**src/rtl/dad_pkg.sv**
```systemverilog
// dad_pkg: constants, item record and month-length helper for date_add_days
// depends on nothing; used by the interfaces, the month step stage and the top level
`timescale 1ns / 1ps
`default_nettype none

package dad_pkg;

   // field widths of the channels
   localparam int DAY_W    = 5;
   localparam int MONTH_W  = 4;
   localparam int YEAR_W   = 16;
   localparam int ADD_IN_W = 10;

   // most days added to one date; larger requests saturate here
   localparam int MAX_ADD_DAYS = 1023;
   localparam int REM_W        = $clog2(MAX_ADD_DAYS + 1);
   localparam int SUM_W        = REM_W + 1;

   // month steps: the first may use a single day, every other full step at least 28
   localparam int STEP_STAGES = (MAX_ADD_DAYS - 1) / 28 + 2;

   // years that one addition can reach, counted from the starting year
   localparam int YEAR_SPAN = (MAX_ADD_DAYS - 1) / 365 + 2;
   localparam int YOFF_W    = $clog2(YEAR_SPAN);

   // year / 25 by reciprocal: exact for every 16-bit year
   localparam int RECIP_SHIFT = 24;
   localparam int RECIP_W     = 20;
   localparam int RECIP25     = 671089;
   localparam int PROD_W      = YEAR_W + RECIP_W;
   localparam int QUOT_W      = PROD_W - RECIP_SHIFT;
   localparam int CENTURY_DIV = 25;

   localparam logic [MONTH_W-1:0] MONTH_JAN = 4'd1;
   localparam logic [MONTH_W-1:0] MONTH_FEB = 4'd2;
   localparam logic [MONTH_W-1:0] MONTH_APR = 4'd4;
   localparam logic [MONTH_W-1:0] MONTH_JUN = 4'd6;
   localparam logic [MONTH_W-1:0] MONTH_SEP = 4'd9;
   localparam logic [MONTH_W-1:0] MONTH_NOV = 4'd11;
   localparam logic [MONTH_W-1:0] MONTH_DEC = 4'd12;

   // one date on its way through the month steps
   typedef struct packed {
      logic                 ok;
      logic [DAY_W-1:0]     day;
      logic [MONTH_W-1:0]   month;
      logic [YEAR_W-1:0]    year;
      logic [REM_W-1:0]     remain;
      logic [YOFF_W-1:0]    yoff;
      logic [YEAR_SPAN-1:0] leap;
   } dad_item_type;

   function automatic logic [DAY_W-1:0] month_len(input logic [MONTH_W-1:0] month,
                                                 input logic leap);
      logic [DAY_W-1:0] len;
      case (month)
         MONTH_FEB: begin
            len = leap ? 5'd29 : 5'd28;
         end
         MONTH_APR, MONTH_JUN, MONTH_SEP, MONTH_NOV: begin
            len = 5'd30;
         end
         default: begin
            len = 5'd31;
         end
      endcase
      return len;
   endfunction

endpackage

`default_nettype wire

```
**src/rtl/dad_ifs.sv**
```systemverilog
// dad_ifs: request and response channel interfaces of date_add_days
// depends on dad_pkg for the field widths
`timescale 1ns / 1ps
`default_nettype none

interface dad_req_if;
   logic                         valid;
   logic                         ready;
   logic [dad_pkg::DAY_W-1:0]    day_in;
   logic [dad_pkg::MONTH_W-1:0]  month_in;
   logic [dad_pkg::YEAR_W-1:0]   year_in;
   logic [dad_pkg::ADD_IN_W-1:0] days_to_add;

   modport source (output valid, day_in, month_in, year_in, days_to_add, input ready);
   modport sink (input valid, day_in, month_in, year_in, days_to_add, output ready);
endinterface

interface dad_rsp_if;
   logic                        valid;
   logic                        ready;
   logic [dad_pkg::DAY_W-1:0]   day_out;
   logic [dad_pkg::MONTH_W-1:0] month_out;
   logic [dad_pkg::YEAR_W-1:0]  year_out;
   logic                        date_valid;
   logic                        year_overflow;

   modport source (output valid, day_out, month_out, year_out, date_valid, year_overflow,
                   input ready);
   modport sink (input valid, day_out, month_out, year_out, date_valid, year_overflow,
                 output ready);
endinterface

`default_nettype wire

```
**src/rtl/dad_month_step.sv**
```systemverilog
// dad_month_step: one registered month step of the date adder
// depends on dad_pkg for the item record and month lengths
`timescale 1ns / 1ps
`default_nettype none

module dad_month_step (
   input  wire logic                  clock,
   input  wire logic                  reset,
   input  wire logic                  en,
   input  wire logic                  up_valid,
   input  wire dad_pkg::dad_item_type up_item,
   output logic                       dn_valid,
   output dad_pkg::dad_item_type      dn_item
);
   import dad_pkg::*;

   logic             valid_ff;
   dad_item_type     item_ff;
   dad_item_type     item_in;
   logic [DAY_W-1:0] len;
   logic [SUM_W-1:0] sum;

   always_comb begin
      item_in = up_item;
      len     = month_len(up_item.month, up_item.leap[up_item.yoff]);
      sum     = SUM_W'(up_item.day) + SUM_W'(up_item.remain);
      if (up_item.remain != '0) begin
         if (sum > SUM_W'(len)) begin
            // finish this month, move to the first of the next
            item_in.remain = up_item.remain - (REM_W'(len) - REM_W'(up_item.day) + REM_W'(1));
            item_in.day    = DAY_W'(1);
            if (up_item.month == MONTH_DEC) begin
               item_in.month = MONTH_JAN;
               item_in.yoff  = up_item.yoff + YOFF_W'(1);
            end else begin
               item_in.month = up_item.month + MONTH_W'(1);
            end
         end else begin
            item_in.day    = sum[DAY_W-1:0];
            item_in.remain = '0;
         end
      end
   end

   always_ff @(posedge clock) begin
      if (reset) begin
         valid_ff <= 1'b0;
      end else if (en) begin
         valid_ff <= up_valid;
      end
   end

   always_ff @(posedge clock) begin
      if (en) begin
         item_ff <= item_in;
      end
   end

   assign dn_valid = valid_ff;
   assign dn_item  = item_ff;

endmodule

`default_nettype wire

```
**src/rtl/date_add_days_top.sv**
```systemverilog
// date_add_days_top: pipelined gregorian date plus day count
// depends on dad_pkg, dad_ifs (dad_req_if, dad_rsp_if) and dad_month_step
//
//   channel | role    | handshake     | payload
//   --------+---------+---------------+---------------------------------------------
//   req_ch  | sink    | valid / ready | day_in, month_in, year_in, days_to_add
//   rsp_ch  | source  | valid / ready | day_out, month_out, year_out, date_valid,
//           |         |               | year_overflow
//
// one item enters per cycle while no result is held back; the path runs through the front
// stages, the chain of month step stages and the result register
// front: input register, year / 25 product, year mod 25, leap lanes and date check
// reset clears every stage valid bit and the result register valid
// a result not taken holds the whole pipeline; req_ch.ready falls in the same
// cycle, so no item is dropped or repeated
`timescale 1ns / 1ps
`default_nettype none

module date_add_days_top (
   input  wire logic  clock,
   input  wire logic  reset,
   dad_req_if.sink    req_ch,
   dad_rsp_if.source  rsp_ch
);
   import dad_pkg::*;

   // pipeline advance: everything moves when the result register is empty or being taken
   logic en;

   // stage 1: captured item, day count saturated
   logic                s1_valid_ff;
   logic [DAY_W-1:0]    s1_day_ff;
   logic [MONTH_W-1:0]  s1_month_ff;
   logic [YEAR_W-1:0]   s1_year_ff;
   logic [REM_W-1:0]    s1_rem_ff;
   logic [REM_W-1:0]    s1_rem_in;

   // stage 2: year / 25
   logic                s2_valid_ff;
   logic [DAY_W-1:0]    s2_day_ff;
   logic [MONTH_W-1:0]  s2_month_ff;
   logic [YEAR_W-1:0]   s2_year_ff;
   logic [REM_W-1:0]    s2_rem_ff;
   logic [QUOT_W-1:0]   s2_quot_ff;
   logic [PROD_W-1:0]   s2_prod;

   // stage 3: year mod 25
   logic                s3_valid_ff;
   logic [DAY_W-1:0]    s3_day_ff;
   logic [MONTH_W-1:0]  s3_month_ff;
   logic [YEAR_W-1:0]   s3_year_ff;
   logic [REM_W-1:0]    s3_rem_ff;
   logic [4:0]          s3_mod_ff;
   logic [YEAR_W-1:0]   s3_mod_wide;

   // stage 4 onwards: item records through the month steps
   logic                stage_valid [STEP_STAGES+1];
   dad_item_type        stage_item  [STEP_STAGES+1];
   logic                s4_valid_ff;
   dad_item_type        s4_item_ff;
   dad_item_type        s4_item_in;
   logic [YEAR_SPAN-1:0] leap;
   logic                date_ok;

   // result register
   logic                 rsp_valid_ff;
   logic [DAY_W-1:0]     rsp_day_ff;
   logic [MONTH_W-1:0]   rsp_month_ff;
   logic [YEAR_W-1:0]    rsp_year_ff;
   logic                 rsp_ok_ff;
   logic                 rsp_ovf_ff;
   logic [YEAR_W:0]      year_sum;
   dad_item_type         last_item;

   assign en           = !rsp_valid_ff || rsp_ch.ready;
   assign req_ch.ready = en;

   // ---------------------------------------------------------------- stage 1
   always_comb begin
      if (32'(req_ch.days_to_add) > 32'(MAX_ADD_DAYS)) begin
         s1_rem_in = REM_W'(MAX_ADD_DAYS);
      end else begin
         s1_rem_in = REM_W'(req_ch.days_to_add);
      end
   end

   always_ff @(posedge clock) begin
      if (en) begin
         s1_day_ff   <= req_ch.day_in;
         s1_month_ff <= req_ch.month_in;
         s1_year_ff  <= req_ch.year_in;
         s1_rem_ff   <= s1_rem_in;
      end
   end

   // ---------------------------------------------------------------- stage 2
   // quotient by reciprocal multiply, exact over the whole 16-bit range
   assign s2_prod = PROD_W'(s1_year_ff) * PROD_W'(RECIP25);

   always_ff @(posedge clock) begin
      if (en) begin
         s2_day_ff   <= s1_day_ff;
         s2_month_ff <= s1_month_ff;
         s2_year_ff  <= s1_year_ff;
         s2_rem_ff   <= s1_rem_ff;
         s2_quot_ff  <= s2_prod[PROD_W-1:RECIP_SHIFT];
      end
   end

   // ---------------------------------------------------------------- stage 3
   assign s3_mod_wide = s2_year_ff - YEAR_W'(s2_quot_ff) * YEAR_W'(CENTURY_DIV);

   always_ff @(posedge clock) begin
      if (en) begin
         s3_day_ff   <= s2_day_ff;
         s3_month_ff <= s2_month_ff;
         s3_year_ff  <= s2_year_ff;
         s3_rem_ff   <= s2_rem_ff;
         s3_mod_ff   <= s3_mod_wide[4:0];
      end
   end

   // ---------------------------------------------------------------- stage 4
   // leap flag for each year the addition can reach; with the year a multiple
   // of 4, a multiple of 100 is a multiple of 25 and of 400 also of 16
   for (genvar k = 0; k < YEAR_SPAN; k++) begin : g_leap
      localparam int KMOD = k % CENTURY_DIV;
      logic [YEAR_W:0] ysum;
      logic [5:0]      rsum;
      logic [5:0]      rmod;

      assign ysum = (YEAR_W+1)'(s3_year_ff) + (YEAR_W+1)'(k);
      assign rsum = 6'(s3_mod_ff) + 6'(KMOD);
      assign rmod = (rsum >= 6'(CENTURY_DIV)) ? rsum - 6'(CENTURY_DIV) : rsum;
      assign leap[k] = (ysum[1:0] == 2'b00) && ((rmod != 6'd0) || (ysum[3:0] == 4'd0));
   end

   // calendar check of the starting date
   assign date_ok = (s3_year_ff != '0) &&
                    (s3_month_ff >= MONTH_JAN) && (s3_month_ff <= MONTH_DEC) &&
                    (s3_day_ff != '0) &&
                    (s3_day_ff <= month_len(s3_month_ff, leap[0]));

   always_comb begin
      s4_item_in.ok     = date_ok;
      s4_item_in.day    = s3_day_ff;
      s4_item_in.month  = s3_month_ff;
      s4_item_in.year   = s3_year_ff;
      // an invalid date has nothing to add and passes through unchanged
      s4_item_in.remain = date_ok ? s3_rem_ff : '0;
      s4_item_in.yoff   = '0;
      s4_item_in.leap   = leap;
   end

   always_ff @(posedge clock) begin
      if (en) begin
         s4_item_ff <= s4_item_in;
      end
   end

   // front valid bits
   always_ff @(posedge clock) begin
      if (reset) begin
         s1_valid_ff <= 1'b0;
         s2_valid_ff <= 1'b0;
         s3_valid_ff <= 1'b0;
         s4_valid_ff <= 1'b0;
      end else if (en) begin
         s1_valid_ff <= req_ch.valid;
         s2_valid_ff <= s1_valid_ff;
         s3_valid_ff <= s2_valid_ff;
         s4_valid_ff <= s3_valid_ff;
      end
   end

   // ---------------------------------------------------------------- month steps
   assign stage_valid[0] = s4_valid_ff;
   assign stage_item[0]  = s4_item_ff;

   for (genvar g = 0; g < STEP_STAGES; g++) begin : g_step
      dad_month_step u_step (
         .clock    (clock),
         .reset    (reset),
         .en       (en),
         .up_valid (stage_valid[g]),
         .up_item  (stage_item[g]),
         .dn_valid (stage_valid[g+1]),
         .dn_item  (stage_item[g+1])
      );
   end

   // ---------------------------------------------------------------- result
   // year offset folded back into the full year; carry out is the overflow
   assign last_item = stage_item[STEP_STAGES];
   assign year_sum  = (YEAR_W+1)'(last_item.year) + (YEAR_W+1)'(last_item.yoff);

   always_ff @(posedge clock) begin
      if (reset) begin
         rsp_valid_ff <= 1'b0;
      end else if (en) begin
         rsp_valid_ff <= stage_valid[STEP_STAGES];
      end
   end

   always_ff @(posedge clock) begin
      if (en) begin
         rsp_day_ff   <= last_item.day;
         rsp_month_ff <= last_item.month;
         rsp_year_ff  <= year_sum[YEAR_W-1:0];
         rsp_ok_ff    <= last_item.ok;
         rsp_ovf_ff   <= last_item.ok && year_sum[YEAR_W];
      end
   end

   assign rsp_ch.valid         = rsp_valid_ff;
   assign rsp_ch.day_out       = rsp_day_ff;
   assign rsp_ch.month_out     = rsp_month_ff;
   assign rsp_ch.year_out      = rsp_year_ff;
   assign rsp_ch.date_valid    = rsp_ok_ff;
   assign rsp_ch.year_overflow = rsp_ovf_ff;

`ifndef SYNTHESIS
   // every valid date has used up its days by the last month step
   a_days_used: assert property (@(posedge clock) disable iff (reset)
      stage_valid[STEP_STAGES] && last_item.ok |-> last_item.remain == '0)
      else $error("days left after the last month step");

   // overflow is only ever flagged for a valid date
   a_ovf_needs_valid: assert property (@(posedge clock) disable iff (reset)
      rsp_ch.valid && !rsp_ch.date_valid |-> !rsp_ch.year_overflow)
      else $error("year overflow on an invalid date");

   // a valid result is a real calendar position
   a_result_range: assert property (@(posedge clock) disable iff (reset)
      rsp_ch.valid && rsp_ch.date_valid |->
         rsp_ch.month_out >= MONTH_JAN && rsp_ch.month_out <= MONTH_DEC &&
         rsp_ch.day_out != '0)
      else $error("valid result outside the calendar");

   // an item accepted at the input shows up in stage 1 on the next edge
   a_front_fill: assert property (@(posedge clock) disable iff (reset)
      req_ch.valid && req_ch.ready |=> s1_valid_ff)
      else $error("accepted item missing from stage 1");
`endif

endmodule

`default_nettype wire

```
**src/flat_wrapper.sv**
```systemverilog
// flat-port wrapper written by rule: the top's interface ports become plain ports
module date_add_days_top_flat import dad_pkg::*;
  (clock, reset, req_ch_valid, req_ch_day_in, req_ch_month_in, req_ch_year_in, req_ch_days_to_add, req_ch_ready, rsp_ch_valid, rsp_ch_day_out, rsp_ch_month_out, rsp_ch_year_out, rsp_ch_date_valid, rsp_ch_year_overflow, rsp_ch_ready);
  dad_req_if req_ch_i ();
  dad_rsp_if rsp_ch_i ();
  input  wire logic clock;
  input  wire logic reset;
  input wire logic [$bits(req_ch_i.valid)-1:0] req_ch_valid;
  input wire logic [$bits(req_ch_i.day_in)-1:0] req_ch_day_in;
  input wire logic [$bits(req_ch_i.month_in)-1:0] req_ch_month_in;
  input wire logic [$bits(req_ch_i.year_in)-1:0] req_ch_year_in;
  input wire logic [$bits(req_ch_i.days_to_add)-1:0] req_ch_days_to_add;
  output wire logic [$bits(req_ch_i.ready)-1:0] req_ch_ready;
  output wire logic [$bits(rsp_ch_i.valid)-1:0] rsp_ch_valid;
  output wire logic [$bits(rsp_ch_i.day_out)-1:0] rsp_ch_day_out;
  output wire logic [$bits(rsp_ch_i.month_out)-1:0] rsp_ch_month_out;
  output wire logic [$bits(rsp_ch_i.year_out)-1:0] rsp_ch_year_out;
  output wire logic [$bits(rsp_ch_i.date_valid)-1:0] rsp_ch_date_valid;
  output wire logic [$bits(rsp_ch_i.year_overflow)-1:0] rsp_ch_year_overflow;
  input wire logic [$bits(rsp_ch_i.ready)-1:0] rsp_ch_ready;
  assign req_ch_i.valid = req_ch_valid;
  assign req_ch_i.day_in = req_ch_day_in;
  assign req_ch_i.month_in = req_ch_month_in;
  assign req_ch_i.year_in = req_ch_year_in;
  assign req_ch_i.days_to_add = req_ch_days_to_add;
  assign req_ch_ready = req_ch_i.ready;
  assign rsp_ch_valid = rsp_ch_i.valid;
  assign rsp_ch_day_out = rsp_ch_i.day_out;
  assign rsp_ch_month_out = rsp_ch_i.month_out;
  assign rsp_ch_year_out = rsp_ch_i.year_out;
  assign rsp_ch_date_valid = rsp_ch_i.date_valid;
  assign rsp_ch_year_overflow = rsp_ch_i.year_overflow;
  assign rsp_ch_i.ready = rsp_ch_ready;
  date_add_days_top u_core (.clock(clock), .reset(reset), .req_ch(req_ch_i), .rsp_ch(rsp_ch_i));
endmodule
```
**config.mk**
```make
export PLATFORM = sky130hd
export DESIGN_NAME = date_add_days_top_flat
export DESIGN_NICKNAME = d
export VERILOG_FILES = /design/src/rtl/dad_pkg.sv /design/src/rtl/dad_ifs.sv /design/src/rtl/dad_month_step.sv /design/src/rtl/date_add_days_top.sv /design/src/flat_wrapper.sv
export SDC_FILE = /design/constraint.sdc
export NUM_CORES = 2
export LEC_CHECK = 0
export BUFFER_PORTS_ARGS = -buffer_cell sky130_fd_sc_hd__buf_2
export CORE_ASPECT_RATIO = 0.9
export CORE_MARGIN = 10
export CORE_UTILIZATION = 40
export DETAILED_ROUTE_END_ITERATION = 12
export PLACE_DENSITY_LB_ADDON = 0.08
export RECOVER_POWER = 25
export SLEW_MARGIN = 25
export SYNTH_ARGS = -nofsm -noshare
export SYNTH_HDL_FRONTEND = slang
export SYNTH_HIERARCHICAL = 1
export SYNTH_SLANG_ARGS = --single-unit
```
**constraint.sdc**
```tcl
create_clock -name clock -period 115.4 [get_ports clock]
set_input_delay 11.54 -clock clock [delete_from_list [all_inputs] [get_ports clock]]
set_output_delay 11.54 -clock clock [all_outputs]
set_load 0.005 [all_outputs]
```
==> run_results.csv <==
group,metric,value,unit
global_route,overflow,0,
setup_path,cp_max_fo,34,
sta,finClkSkew,70.2,ps
setup_path,cp_data_arrival_time,12310,ps
drt,wl_per_cell,16.6,microns
die,core,268000,sq um
drt,firstDrtPassIters,5,
drt,drtIter0Drc,4312,
clocking,cts_buffers,211,
sta,fmax,41.9,MHz
clocking,clk_pin_slew_worst_paths,60,ps
setup_path,required,103860,ps
logic_synthesis,ys_warn_count,6,
sta,fin_ws,91550,ps
job,max_cap_viol_count,0,
clocking,cts_sinks,1807,
global_route,grt_start_max_net_pins,175,
setup_path,path_class,"in2out",
sta,rsz0062_at_grt,"no",
drt,viasPerCell,5.21,
clocking,postCtsSetupBuffers,0,
sta,fin_crit,23850,ps
finish,fin_cells,13021,
die,dieHeight,513,microns
sta,finalCritPeriodShare,20.7,%
die,die_x,568,microns
sta,hold_ws,383,ps
logic_synthesis,synth_area,108000,sq um
global_route,grt_usage,14.3,%
die,initial_utilization,40.3,%
placement,gp_congestion,0.820,
drt,antenna_left,0,
clocking,cts_buffer_depth,4,
sta,max-slew-margin-rel,29.4,%
sta,slew_violations,0,
global_route,antenna_found_initial,3,
clocking,cts_root_buffer,"clkbuf_16",
clocking,clkLatencyLatePin,880,ps
die,io_pins,68,
sta,setup-violations-final,0,
run_status,status,"finished clean",
clocking,cts_tree,"done",
global_route,grt_pass1_wl,355,mm
clocking,cts_resized,0,
sta,hold_violations,0,
clocking,htreeDepth,4,
logic_synthesis,synth.avg_cell_area,11.7,sq um
sta,totalNegativeSetupSlack,0,ps
clocking,holdBufCountCts,0,
finish,nNetsFinal,10449,
setup_path,critPathCaptureType,"output pin",
die,fp.dieArea,291000,sq um
placement,pre_cts_ws,91530,ps
global_route,grt_pass1_vias,66710,
setup_path,startpoint_type,"input pin",
min_path,hold_class,"reg2reg",
finish,synthToLayoutAreaGrowth,9.13,%
placement,portBuffers,67,
drt,drcViolationCount,0,
placement,place_inst,12651,
drt,vias,67853,
logic_synthesis,synthCells,9277,
placement,dpl.hpwl,157,mm
die,std_cell_rows,180,
finish,drive_gt1_share,7.36,%
sta,worst_pin_slew,1050,ps
drt,wirelength,216,mm
## routing by layer
| metal | up-vias | wire length (microns) | global-route usage, % | share of wire (%) |
|---|---|---|---|---|
| li1 | 34007 | - | - | - |
| met1 | 32644 | 109000 | 21.2 | 51 |
| met2 | 932 | 95400 | 22.3 | 44 |
| met3 | 270 | 7620 | 2.16 | 3.5 |
| met4 | 0 | 3850 | 2.93 | 1.8 |
| met5 | - | 0 | 0 | 0 |
## layout make-up
type	instances	area, sq um
antenna	2	5.00
clock buffer	247	5540
clock inverter	120	1030
fill	24747	150000
inverter	691	2590
multi-input combinational	6512	49900
sequential	1807	53800
tap	3549	4440
timing repair buffer	93	579
## stage by stage
step	utilization, %	area (sq um)
after floorplan	-	108000
after global placement	41.5	111000
after detailed placement	41.5	111000
after CTS	44.0	118000
after global routing	44.0	118000
final	44.0	118000
## cell usage in the layout, fill, tap and decap left out, drive strengths merged, types with 189 or more instances in the layout
cell,n
o21ai,203
nor3,369
nand2,521
a21oi,579
xor2,216
inv,697
nand3,219
clkbuf,247
nand2b,189
mux2i,229
xnor2,501
ha,885
edfxtp,1764
fa,209
nor2,695
## registers in the layout (all words and copies together) (netlist names), 5 cells and up
| signal | count |
|---|---|
| u_core/rsp_ch.year_out | 16 |
| u_core/s2_rem_ff | 10 |
| u_core/s4_item_ff | 40 |
| u_core/s3_year_ff | 16 |
| u_core/s2_year_ff | 16 |
| u_core/s2_day_ff | 5 |
| u_core/s3_mod_ff | 5 |
| u_core/s2_quot_ff | 5 |
| u_core/g_step.u_step/dn_item | 1582 |
| u_core/s1_year_ff | 16 |
| u_core/g_step.u_step/dn_valid | 38 |
| u_core/s3_rem_ff | 10 |
| u_core/s1_rem_ff | 10 |
| u_core/rsp_ch.day_out | 5 |
| u_core/s1_day_ff | 5 |
| u_core/s3_day_ff | 5 |
## final timing paths
kind / start / to / slack (ps) / depth (start not counted)
worst max register to register: u_core/s1_year_ff[5]$_DFFE_PP_ / u_core/s2_quot_ff[2]$_DFFE_PP_ / 109380 / 17
worst max-delay path: rsp_ch_ready / req_ch_ready / 91550 / 3
worst min register to register: u_core/g_step[7].u_step/dn_item[17]$_DFFE_PP_ / u_core/g_step[8].u_step/dn_item[17]$_DFFE_PP_ / 380 / 0
worst min-delay path: u_core/g_step[7].u_step/dn_item[17]$_DFFE_PP_ / u_core/g_step[8].u_step/dn_item[17]$_DFFE_PP_ / 380 / 0
## worst max-delay path, cell delays in order
cell and delay, ps:
buf_2 80, nand2b_4 460, buf_2 220
Power is not shown: default switching activity piles up to over one toggle a cycle in this logic, so the estimate is an artifact.
